## config.mk

```make
export PLATFORM = sky130hd
export DESIGN_NAME = stable_priority_queue
export DESIGN_NICKNAME = d
export VERILOG_FILES = /design/src/rtl/spq_pkg.sv /design/src/rtl/stable_priority_queue.sv /design/src/rtl/spq_mem.sv /design/src/rtl/spq_scan.sv
export VERILOG_INCLUDE_DIRS = /design/src /design/src/rtl
export SDC_FILE = /design/constraint.sdc
export NUM_CORES = 1
export LEC_CHECK = 0
export ABC_AREA = 1
export ABC_CLOCK_PERIOD_IN_PS = 8300
export BUFFER_PORTS_ARGS = -buffer_cell sky130_fd_sc_hd__buf_2
export CAP_MARGIN = 20
export CORE_MARGIN = 2
export CORE_UTILIZATION = 40
export DETAILED_ROUTE_END_ITERATION = 7
export PLACE_DENSITY = 0.66
export SLEW_MARGIN = 20
export SYNTH_ARGS = -nofsm -noshare
export SYNTH_HDL_FRONTEND = slang
export SYNTH_SLANG_ARGS = --single-unit
```

## constraint.sdc

```tcl
create_clock -name clk -period 8.3 [get_ports clk]
set_input_delay 0.415 -clock clk [delete_from_list [all_inputs] [get_ports clk]]
set_output_delay 0.415 -clock clk [all_outputs]
set_load 0.005 [all_outputs]
```

## src/rtl/assert_macros.svh

```systemverilog
// Assertion macros shared by the queue RTL.
// Each macro expects signals clk and rst_n in the using scope.
`ifndef ASSERT_MACROS_SVH
`define ASSERT_MACROS_SVH

// Same-cycle implication, off while in reset.
`define SPQ_ASSERT_IMPL(lbl, ante, cons, msg) \
  lbl: assert property (@(posedge clk) disable iff (!rst_n) (ante) |-> (cons)) \
    else $error(msg);

// Next-cycle implication, off while in reset.
`define SPQ_ASSERT_NEXT(lbl, ante, cons, msg) \
  lbl: assert property (@(posedge clk) disable iff (!rst_n) (ante) |=> (cons)) \
    else $error(msg);

`endif

```

## src/rtl/spq_pkg.sv

```systemverilog
// Package for the stable priority queue: field widths, codes, FSM state type.
// No dependencies.
`timescale 1ns / 1ps

package spq_pkg;

  localparam int OP_W   = 2;
  localparam int VAL_W  = 32;
  localparam int PRIN_W = 16;
  localparam int STAT_W = 2;
  localparam int OCC_W  = 5;

  localparam logic [OP_W-1:0] OP_ENQUEUE = 2'd0;
  localparam logic [OP_W-1:0] OP_POP     = 2'd1;
  localparam logic [OP_W-1:0] OP_DEQUEUE = 2'd2;

  localparam logic [STAT_W-1:0] STAT_OK    = 2'd0;
  localparam logic [STAT_W-1:0] STAT_EMPTY = 2'd1;
  localparam logic [STAT_W-1:0] STAT_FULL  = 2'd2;

  typedef enum logic [2:0] {
    ST_IDLE,
    ST_SCAN,
    ST_WAIT,
    ST_PICK,
    ST_SHIFT,
    ST_FINISH
  } state_t;

  // Qualifiers for a word coming back from the entry store.
  typedef struct packed {
    logic vld;
    logic first;
  } scan_ctl_t;

endpackage

```

## src/rtl/stable_priority_queue.sv

```systemverilog
// Top level of the stable priority queue: control FSM, entry store, tracker.
// Depends on spq_pkg, spq_mem, spq_scan and assert_macros.svh.
`timescale 1ns / 1ps
//
//  Channel   Ports                                         Handshake
//  -------   --------------------------------------------  -----------------------
//  in        in_operation, in_value_in, in_priority_in     start & !busy
//  out       out_value_out, out_status, out_occupancy      out_strobe, one cycle
//
//  Enqueue, removal from an empty queue and the unused code: busy stays low,
//  result in the cycle after accept, so a word can be taken every cycle.
//  Pop/dequeue of a non-empty queue: busy through SCAN, WAIT, PICK, SHIFT and
//  FINISH, since the entry store has a single read port: one pass reads every
//  entry, a second moves the entries behind the winner up by one place.
//  Reset (rst_n low, synchronous) empties the queue; the store is not cleared.
//  The receiver cannot stall: each result is on the ports for one cycle only.

module stable_priority_queue
  import spq_pkg::*;
#(
  parameter int DEPTH     = 16,
  parameter int PRIO_BITS = 16
) (
  input  logic                     clk,
  input  logic                     rst_n,
  input  logic                     start,
  output logic                     busy,
  input  logic [OP_W-1:0]          in_operation,
  input  logic signed [VAL_W-1:0]  in_value_in,
  input  logic [PRIN_W-1:0]        in_priority_in,
  output logic                     out_strobe,
  output logic signed [VAL_W-1:0]  out_value_out,
  output logic [STAT_W-1:0]        out_status,
  output logic [OCC_W-1:0]         out_occupancy
);

`include "assert_macros.svh"

  localparam int AW = $clog2(DEPTH);
  localparam int CW = $clog2(DEPTH + 1);
  localparam int EW = PRIO_BITS + VAL_W;

  // ---------------------------------------------------------------------
  // Control state
  // ---------------------------------------------------------------------
  state_t            state_r, state_nxt;
  logic [CW-1:0]     count_r, count_nxt;  // entries held
  logic [OP_W-1:0]   op_r, op_nxt;        // opcode of the word in flight
  logic [CW-1:0]     rp_r, rp_nxt;        // read pointer for both passes

  // read pipeline: qualifiers for the word coming back next cycle
  logic              rd_vld_r;
  logic              rd_shift_r;
  logic [AW-1:0]     rd_tag_r;

  // result registers
  logic                    out_strobe_r, out_strobe_nxt;
  logic signed [VAL_W-1:0] out_value_r, out_value_nxt;
  logic [STAT_W-1:0]       out_status_r, out_status_nxt;
  logic [OCC_W-1:0]        out_occ_r, out_occ_nxt;

  // store ports
  logic              mem_we;
  logic [AW-1:0]     mem_waddr;
  logic [EW-1:0]     mem_wdata;
  logic              mem_re;
  logic [AW-1:0]     mem_raddr;
  logic [EW-1:0]     mem_rdata;

  logic              enq_we;
  logic              shift_we;
  logic              accept;
  logic [31:0]       prio_ext;
  logic [PRIO_BITS-1:0] prio_in;
  logic [31:0]       occ_ext;

  scan_ctl_t               scan_ctl;
  logic [AW-1:0]           best_idx;
  logic signed [VAL_W-1:0] best_value;

  assign busy   = (state_r != ST_IDLE);
  assign accept = start && !busy;

  // only the low PRIO_BITS of the priority are kept
  assign prio_ext = 32'(in_priority_in);
  assign prio_in  = prio_ext[PRIO_BITS-1:0];

  // ---------------------------------------------------------------------
  // Store instance; writes come from an enqueue or from the move-up pass.
  // Reads always run ahead of writes, so no entry is read while its write
  // is pending; busy holds off a new word until the last write lands.
  // ---------------------------------------------------------------------
  assign shift_we  = rd_vld_r && rd_shift_r;
  assign mem_we    = enq_we || shift_we;
  assign mem_waddr = shift_we ? AW'(rd_tag_r - 1'b1) : count_r[AW-1:0];
  assign mem_wdata = shift_we ? mem_rdata : {prio_in, in_value_in};

  spq_mem #(
    .DEPTH (DEPTH),
    .AW    (AW),
    .WIDTH (EW)
  ) u_mem (
    .clk   (clk),
    .we    (mem_we),
    .waddr (mem_waddr),
    .wdata (mem_wdata),
    .re    (mem_re),
    .raddr (mem_raddr),
    .rdata (mem_rdata)
  );

  // tracker sees words of the first pass only
  assign scan_ctl.vld   = rd_vld_r && !rd_shift_r;
  assign scan_ctl.first = (rd_tag_r == '0);

  spq_scan #(
    .AW        (AW),
    .PRIO_BITS (PRIO_BITS)
  ) u_scan (
    .clk        (clk),
    .ctl        (scan_ctl),
    .idx        (rd_tag_r),
    .prio       (mem_rdata[EW-1:VAL_W]),
    .value      (mem_rdata[VAL_W-1:0]),
    .best_idx   (best_idx),
    .best_value (best_value)
  );

  // ---------------------------------------------------------------------
  // FSM: next state, store reads, results
  // ---------------------------------------------------------------------
  always_comb begin
    state_nxt      = state_r;
    count_nxt      = count_r;
    op_nxt         = op_r;
    rp_nxt         = rp_r;
    mem_re         = 1'b0;
    mem_raddr      = rp_r[AW-1:0];
    enq_we         = 1'b0;
    out_strobe_nxt = 1'b0;
    out_value_nxt  = '0;
    out_status_nxt = STAT_OK;

    case (state_r)
      ST_IDLE: begin
        if (start) begin
          op_nxt = in_operation;
          if (in_operation == OP_ENQUEUE) begin
            out_strobe_nxt = 1'b1;
            if (count_r == CW'(DEPTH)) begin
              out_status_nxt = STAT_FULL;   // dropped
            end else begin
              enq_we    = 1'b1;
              count_nxt = CW'(count_r + 1'b1);
            end
          end else if (in_operation inside {OP_POP, OP_DEQUEUE}) begin
            if (count_r == '0) begin
              out_strobe_nxt = 1'b1;
              out_status_nxt = STAT_EMPTY;
            end else begin
              rp_nxt    = '0;
              state_nxt = ST_SCAN;
            end
          end else begin
            out_strobe_nxt = 1'b1;          // unused code: no change
          end
        end
      end
      ST_SCAN: begin
        mem_re = 1'b1;
        if (rp_r == CW'(count_r - 1'b1)) begin
          state_nxt = ST_WAIT;
        end else begin
          rp_nxt = CW'(rp_r + 1'b1);
        end
      end
      ST_WAIT: begin
        state_nxt = ST_PICK;                // last word enters tracker
      end
      ST_PICK: begin
        rp_nxt    = CW'(CW'(best_idx) + 1'b1);
        state_nxt = ST_SHIFT;
      end
      ST_SHIFT: begin
        if (rp_r < count_r) begin
          mem_re = 1'b1;
          rp_nxt = CW'(rp_r + 1'b1);
        end else begin
          state_nxt = ST_FINISH;
        end
      end
      ST_FINISH: begin
        count_nxt      = CW'(count_r - 1'b1);
        out_strobe_nxt = 1'b1;
        out_value_nxt  = (op_r == OP_POP) ? best_value : '0;
        state_nxt      = ST_IDLE;
      end
      default: begin
        state_nxt = ST_IDLE;
      end
    endcase

    occ_ext     = 32'(count_nxt);
    out_occ_nxt = occ_ext[OCC_W-1:0];
  end

  always_ff @(posedge clk) begin
    if (!rst_n) begin
      state_r      <= ST_IDLE;
      count_r      <= '0;
      rd_vld_r     <= 1'b0;
      out_strobe_r <= 1'b0;
    end else begin
      state_r      <= state_nxt;
      count_r      <= count_nxt;
      rd_vld_r     <= mem_re;
      out_strobe_r <= out_strobe_nxt;
    end
  end

  always_ff @(posedge clk) begin
    op_r         <= op_nxt;
    rp_r         <= rp_nxt;
    rd_shift_r   <= (state_r == ST_SHIFT);
    rd_tag_r     <= mem_raddr;
    out_value_r  <= out_value_nxt;
    out_status_r <= out_status_nxt;
    out_occ_r    <= out_occ_nxt;
  end

  assign out_strobe    = out_strobe_r;
  assign out_value_out = out_value_r;
  assign out_status    = out_status_r;
  assign out_occupancy = out_occ_r;

  // ---------------------------------------------------------------------
  // Assertions
  // ---------------------------------------------------------------------
  `SPQ_ASSERT_NEXT(a_pop_starts_scan,
    accept && (in_operation == OP_POP || in_operation == OP_DEQUEUE) && (count_r != '0),
    state_r == ST_SCAN, "pop of non-empty queue did not start the scan")

  `SPQ_ASSERT_NEXT(a_finish_decrements, state_r == ST_FINISH,
    (count_r == CW'($past(count_r) - 1'b1)) && out_strobe_r,
    "finished removal did not drop the count and strobe")

  `SPQ_ASSERT_IMPL(a_shift_in_range, shift_we,
    (rd_tag_r != '0) && (CW'(rd_tag_r) < count_r),
    "move-up write outside the held entries")

  `SPQ_ASSERT_IMPL(a_single_writer, enq_we, !shift_we,
    "enqueue write collides with move-up write")

endmodule

```

## src/rtl/spq_mem.sv

```systemverilog
// Entry store: simple dual-port RAM, one write and one registered read port.
// No package dependencies.
`timescale 1ns / 1ps

module spq_mem #(
  parameter int DEPTH = 16,
  parameter int AW    = 4,
  parameter int WIDTH = 48
) (
  input  logic             clk,
  input  logic             we,
  input  logic [AW-1:0]    waddr,
  input  logic [WIDTH-1:0] wdata,
  input  logic             re,
  input  logic [AW-1:0]    raddr,
  output logic [WIDTH-1:0] rdata
);

  logic [WIDTH-1:0] mem [DEPTH];
  logic [WIDTH-1:0] rdata_r;

  always_ff @(posedge clk) begin
    if (we) begin
      mem[waddr] <= wdata;
    end
    if (re) begin
      rdata_r <= mem[raddr];
    end
  end

  assign rdata = rdata_r;

endmodule

```

## src/rtl/spq_scan.sv

```systemverilog
// Best-entry tracker: folds a stream of store words into the first maximum.
// Depends on spq_pkg (scan_ctl_t, VAL_W).
`timescale 1ns / 1ps

module spq_scan
  import spq_pkg::*;
#(
  parameter int AW        = 4,
  parameter int PRIO_BITS = 16
) (
  input  logic                    clk,
  input  scan_ctl_t               ctl,
  input  logic [AW-1:0]           idx,
  input  logic [PRIO_BITS-1:0]    prio,
  input  logic signed [VAL_W-1:0] value,
  output logic [AW-1:0]           best_idx,
  output logic signed [VAL_W-1:0] best_value
);

  logic [AW-1:0]           best_idx_r;
  logic [PRIO_BITS-1:0]    best_prio_r;
  logic signed [VAL_W-1:0] best_value_r;

  // strict compare keeps the earliest of equal priorities
  always_ff @(posedge clk) begin
    if (ctl.vld && (ctl.first || (prio > best_prio_r))) begin
      best_idx_r   <= idx;
      best_prio_r  <= prio;
      best_value_r <= value;
    end
  end

  assign best_idx   = best_idx_r;
  assign best_value = best_value_r;

endmodule

```

==> reports/metrics.cfg, run 1 <==
[timing]
finalSetupViolCount = 0
worst_pin_slew_ps = 1160
max_freq_mhz = 225
fin_crit_sh_pct = 53.6
whs_ps = 59.6
rsz0062_at_grt = false
skew_ps = 27.3
min_period_ps = 4450
max_slew_margin_pct = 23.0
setup_tns_ps = 0
slew_viol_final = 0
timing_hold_violations_final = 0

[power]
leakagePower_nw = 14.3
power_density_nw_per_um2 = 236
total_power_mw = 9.72
vdd_ir_drop_max_v = 0.000146

[logic_synthesis]
synth_top_area_share_pct = 71.8
yosysTopAreaCell = edfxtp_1
synth_cell_types = 36
synth-seq-cells = 929
async_flop_share_pct = 0
seq_area_frac_synth_pct = 74.8
syn_area_sq_um = 36600
synthesis.nets = 2677
syn_area_per_cell_sq_um = 14.1
synth_edf_count = 875
synthCells = 2597
synth_flop_cell = edfxtp_1
synthTopCellsByArea = edfxtp_1, mux2i_1, nor2_1
yosysWarningCount = 0

[clocking]
cts_root_buf = clkbuf_16
insertion_delay_ps = 650
clk_pin_slew_worst_paths_ps = 60
h-tree-depth = 3
cts.sinks = 929
cts-resized-gates = 0
cts_tree = done
clock_path_buffers = 3
cts_buffers = 91
postCtsSetupBuffers = 0

[global_routing]
antenna_found_initial = 0
grt_pass1_vias = 21200
track_usage_pct = 18.3
grt-ovfl-total = 0
grt_start_max_net_pins = 270
grt_pass1_wl_um = 131000

[floorplanning]
ios = 94
start_util_pct = 40.5
dieArea_sq_um = 93900
die_x_um = 306
core_sq_um = 90300
fp-row-count = 110
die_h_um = 306

[route]
vias = 21900
routed_wl_um = 87300
routed_via_density = 5.58
drc = 0
antenna_left = 0
initialDrtViolationCount = 2151
drt-wirelength-per-cell_um = 22.3
firstDrtPassIters = 6

[worst_setup_path]
timing.critical_path.cells = nand2_2 -> buf_4 -> inv_2 -> buf_4 -> o21ai_0 -> nand2_1 -> nor2_4 -> buf_4
cp_common_cell = buf_4
criticalPathCategory = reg2reg
cp-end-kind = flop
worstPathArrival_ps = 4730
startpoint_type = flop
crit_path_max_incr_delay_ps = 810
crit_fanout = 56
slowest_stage = nor2_4
cp.required_ps = 8580

[placement]
portBuffers = 93
dp.cells = 3742
hpwl_um = 44700
gp_congestion = 0.811

[cells_and_area]
finalNonFillerCells = 3916
n_antenna_cell = 0
area_delta_synth_final_pct = 12.6
final_core_util_pct = 45.6
drive_gt1_share_pct = 10.8
nNetsFinal = 2743
fill_cells = 7750

[worst_hold_path]
hp-class = in2reg

[outcome]
outcome = finished, final reports clean

[flow_run]
cap_violations = 0

-- area by class of cell --
type / count / area, sq um / area share [%]
multi-input cells: 1410 / 8100 / 19.7
inverters: 99 / 377 / 0.914
well taps: 1176 / 1470 / 3.57
clock inverters: 39 / 479 / 1.16
repair buffers: 132 / 897 / 2.18
clock buffers: 131 / 2520 / 6.12
flip-flops and latches: 929 / 27400 / 66.4
-- cell usage in the layout, fill, tap and decap left out, types with 48 or more instances in the layout --
master | synthesis | layout
buf_2 | 26 | 93
clkbuf_16 | 0 | 93
dfxtp_1 | 54 | 54
edfxtp_1 | 875 | 875
inv_1 | 93 | 91
mux2i_1 | 145 | 145
nand2_1 | 263 | 261
nand3_1 | 82 | 82
nor2_1 | 355 | 339
o211ai_1 | 88 | 88
o21ai_0 | 250 | 250
o221ai_1 | 98 | 98
o22ai_1 | 48 | 48
-- worst paths after layout --
kind | start | end | slack [ps] | depth (start not counted)
max | rd_shift_r$_DFF_P_ | u_mem.mem[14][27]$_DFFE_PP_ | 3850 | 8
min | rst_n | count_r[4]$_SDFF_PN0_ | 60 | 3
max reg2reg | rd_shift_r$_DFF_P_ | u_mem.mem[14][27]$_DFFE_PP_ | 3850 | 8
min reg2reg | rd_tag_r[3]$_DFF_P_ | u_scan.best_idx[3]$_DFFE_PP_ | 440 | 0
-- through the flow --
stage	worst slack, ps	instance area (sq um)
finish	3850	41200
global route	3680	41200
CTS	3820	41100
detailed placement	3840	38100
global placement	3890	38100
floorplan	4140	36600
-- synthesized netlist by cell type, types with 2 or more instances --
cell type,number
edfxtp_1,875
nor2_1,355
nand2_1,263
o21ai_0,250
mux2i_1,145
o221ai_1,98
inv_1,93
o211ai_1,88
clkbuf_1,87
nand3_1,82
dfxtp_1,54
o22ai_1,48
ha_1,27
buf_2,26
buf_6,23
buf_4,19
a21oi_1,15
o211ai_2,7
o21ai_1,6
inv_2,5
nand4_1,5
nor3_1,4
a31oi_1,3
nand2_2,3
xor2_1,3
buf_1,2
buf_8,2
-- critical path, delay by kind of cell, from the launching register on --
kind / cells / cell delay (ps)
buffers and inverters: 4 / 2070
and+or+nand+nor: 3 / 1210
DFF: 1 / 320
AOI/OAI and AO/OA: 1 / 410
-- registers in the layout, indices dropped and copies added, names as in the netlist --
signal	count
rd_tag_r	4
op_r	2
count_r	5
rd_shift_r	1
rp_r	5
u_scan.best_idx	4
rd_vld_r	1
u_scan.best_prio_r	16
u_scan.best_value	32
out_occupancy	5
u_mem.mem	768
out_value_out	32
u_mem.rdata	48
out_status	2
state_r	3
out_strobe	1
-- cells by family after synthesis --
| kind of cell | after synthesis | synth area share, % |
|---|---|---|
| buf+inv | 258 | 3.47 |
| flops | 929 | 74.8 |
| xor+xnor | 4 | 0.0958 |
| mux | 145 | 3.97 |
| compound gates | 518 | 9.04 |
| simple gates | 716 | 7.74 |
| fa+ha+maj | 27 | 0.923 |
-- what timing repair did --
item	4_1_cts	5_1_grt
endpoints found under the setup margin	0	0
hold buffers	2	0
endpoints found under the hold margin	2	0
-- routing by layer --
| layer | track usage [%] | wire length, um |
|---|---|---|
| met5 | 0.982 | 126 |
| met4 | 5.93 | 2190 |
| met3 | 2.76 | 6240 |
| met2 | 30.0 | 41800 |
| met1 | 25.0 | 36900 |
-- report_power, final --
part	total [mW]	switching (mW)	internal, mW	leakage (nW)
sequential	5.16	0.0112	5.15	8.31
clock	4.14	1.71	2.43	1.46
combinational	0.413	0.296	0.117	4.54
total	9.72	2.02	7.70	14.3
No activity file was read; power rests on OpenSTA's default activity.
==> run 2, diff against run 1 <==
- ABC_CLOCK_PERIOD_IN_PS: 8300 -> 4000
- PLACE_DENSITY: 0.66 -> 0.68
- clock period: 8.3 -> 4 ns (I/O delays scaled with it)
==> run 2 against run 1 <==
  * Design area up 0.49%
  * Sequential share of layout area down 0.33 points
  * Global-route usage down 0.98 points
  * Sequential power up 110%
  * Combinational power up 110%
  * Flip-flop and latch count unchanged
  * First-iteration DRC count up 17%
  * Final cell count up 0.36%
  * Power up 110%
  * Worst hold slack better by 36 ps
  * Clock-buffer cell count down 16
  * Critical endpoint is now u_mem.mem[12][34]$_DFFE_PP_
==> reports/metrics.cfg, run 2 (synthesized netlist as in run 1, its figures left out) <==
[cells_and_area]
max_flop_register = u_mem.mem
nNetsFinal = 2754  ; +0.40%
area_delta_synth_final_pct = 13.2
final_cell_mix = edfxtp_1, nor2_1, nand2_1, o21ai_0, mux2i_1
drive_gt1_share_pct = 11.2  ; +0.38 points
final_core_util_pct = 45.9  ; +0.22 points
layout_commonest_cell = edfxtp_1
largest_reg_flops = 768  ; unchanged

[timing]
worst_pin_slew_ps = 1060  ; -95.2 ps
fin_crit_sh_pct = 77.6  ; +24 points
max_freq_mhz = 322  ; +43%
skew_ps = 24.3  ; -2.98 ps
whs_ps = 96.0  ; +36.4 ps
slew_viol_final = 0  ; unchanged
setup_tns_ps = 0  ; unchanged
finalSetupViolCount = 0  ; unchanged
setup_ws_ps = 898  ; -2950 ps
max_slew_margin_pct = 29.3  ; +6.3 points
rsz0062_at_grt = false
timing_hold_violations_final = 0  ; unchanged
min_period_ps = 3100  ; -1350 ps

[worst_setup_path]
timing.critical_path.cells = nand2_4 -> inv_2 -> o21ai_0 -> nand2_1 -> nor2_4 -> buf_12
criticalPathCategory = reg2reg
cp.required_ps = 4340  ; -4240 ps
startpoint_type = flop
crit_fanout = 31  ; -45%
worstPathArrival_ps = 3440  ; -1290 ps
cp_top_family = simple AND/OR/NAND/NOR gates
reg2reg_depth = 6  ; -2
worst-path-buf-inv = 2  ; -2
regToRegSetupSlack_ps = 900  ; -2950 ps
path_depth = 6  ; -2
cp-end-kind = flop
crit_path_max_incr_delay_ps = 680  ; -130 ps
slowest_stage = nor2_4

[floorplanning]
dieArea_sq_um = 93900  ; unchanged
ios = 94  ; unchanged
die_x_um = 306  ; unchanged
fp-row-count = 110  ; unchanged
start_util_pct = 40.5  ; unchanged
core_sq_um = 90300  ; unchanged
die_h_um = 306  ; unchanged

[clocking]
postCtsSetupBuffers = 0  ; unchanged
clk_pin_slew_worst_paths_ps = 60  ; about the same
insertion_delay_ps = 650  ; about the same
cts.sinks = 929  ; unchanged
h-tree-depth = 3  ; unchanged
cts_hold_buffers = 4  ; +2
cts_buffers = 94  ; +3.3%
clock_path_buffers = 3  ; unchanged
cts_tree = done
cts_root_buf = clkbuf_16
cts-resized-gates = 0  ; unchanged

[global_routing]
grt_start_max_net_pins = 203  ; -25%
track_usage_pct = 17.3  ; -0.98 points
antenna_found_initial = 1  ; +1
grt-ovfl-total = 0  ; unchanged
grt_pass1_wl_um = 125000  ; -4.4%
grt_pass1_vias = 20400  ; -3.4%

[route]
firstDrtPassIters = 6  ; unchanged
drc = 0  ; unchanged
drt-wirelength-per-cell_um = 21.0  ; -5.8%
routed_via_density = 5.43  ; -2.6%
initialDrtViolationCount = 2513  ; +17%
antenna_left = 0  ; unchanged
vias = 21400  ; -2.3%
routed_wl_um = 82600  ; -5.5%

[power]
switching_share_pct = 20.7  ; -0.057 points
seqPwrFrac_pct = 52.8  ; -0.3 points
p_switching_mw = 4.21  ; +110%
comb_power_share_pct = 4.2  ; about the same
clockPowerShare_pct = 43.0  ; +0.4 points
leakagePower_nw = 14.4  ; +0.73%
total_power_mw = 20.3  ; +110%
vdd_ir_drop_max_v = 0.000278  ; +91%
intPower_mw = 16.1  ; +110%
power_density_nw_per_um2 = 491  ; +110%

[outcome]
outcome = finished, final reports clean

[placement]
hpwl_um = 44000  ; -1.5%
place_ws_ps = 903  ; -2940 ps
gp_congestion = 0.810  ; about the same
portBuffers = 93  ; unchanged

[flow_run]
cap_violations = 0  ; unchanged

[worst_hold_path]
hp-class = in2reg
hold_depth = 4  ; +1

## run 2: final timing paths
path	start	endpoint
setup reg to reg	rd_shift_r$_DFF_P_	u_mem.mem[12][34]$_DFFE_PP_
hold reg to reg	rd_tag_r[1]$_DFF_P_	u_scan.best_idx[1]$_DFFE_PP_
hold / removal	in_priority_in[0]	u_mem.mem[5][32]$_DFFE_PP_
setup / recovery	rd_shift_r$_DFF_P_	u_mem.mem[12][34]$_DFFE_PP_
## run 2: worst register-to-register path, delay by kind of cell (launching register included)
family / cells / cell delay [ps]
buffers and inverters: 2 / 660
and+or+nand+nor: 3 / 1360
AOI/OAI and AO/OA: 1 / 430
DFF: 1 / 330
## run 2: final cells by class
| class | instances | area, sq um |
|---|---|---|
| Clock inverter | 60 | 612 |
| Fill cell | 7773 | 48900 |
| Tap cell | 1176 | 1470 |
| Sequential cell | 929 | 27400 |
| Timing Repair Buffer | 140 | 1000 |
| Antenna cell | 1 | 2.50 |
| Multi-Input combinational cell | 1410 | 8110 |
| Inverter | 99 | 380 |
| Clock buffer | 115 | 2470 |
## run 2: power groups by stage
stage	sequential [mW]	clock [mW]	combinational, mW
3_5_place_dp	10.9	0	0.850
5_1_grt	10.7	9.31	0.945
3_3_place_gp	10.9	0	0.833
4_1_cts	10.7	8.89	0.856
6_report	10.7	8.74	0.851
2_1_floorplan	10.9	0	0.589
## run 2: per-stage QoR
stage / std cells / instance area, sq um
after floorplan: 2597 / 36600
after global placement: 3750 / 38300
after detailed placement: 3750 / 38300
after CTS: 3929 / 41400
after global routing: 3929 / 41400
final: 3930 / 41400
## run 2: per-layer routing
layer / GRT usage, % / up-vias / routed length, um
li1: - / 9855 / -
met1: 24.9 / 10600 / 36600
met2: 27.1 / 743 / 38400
met3: 2.76 / 115 / 5870
met4: 5.15 / 0 / 1720
met5: 0 / - / 0
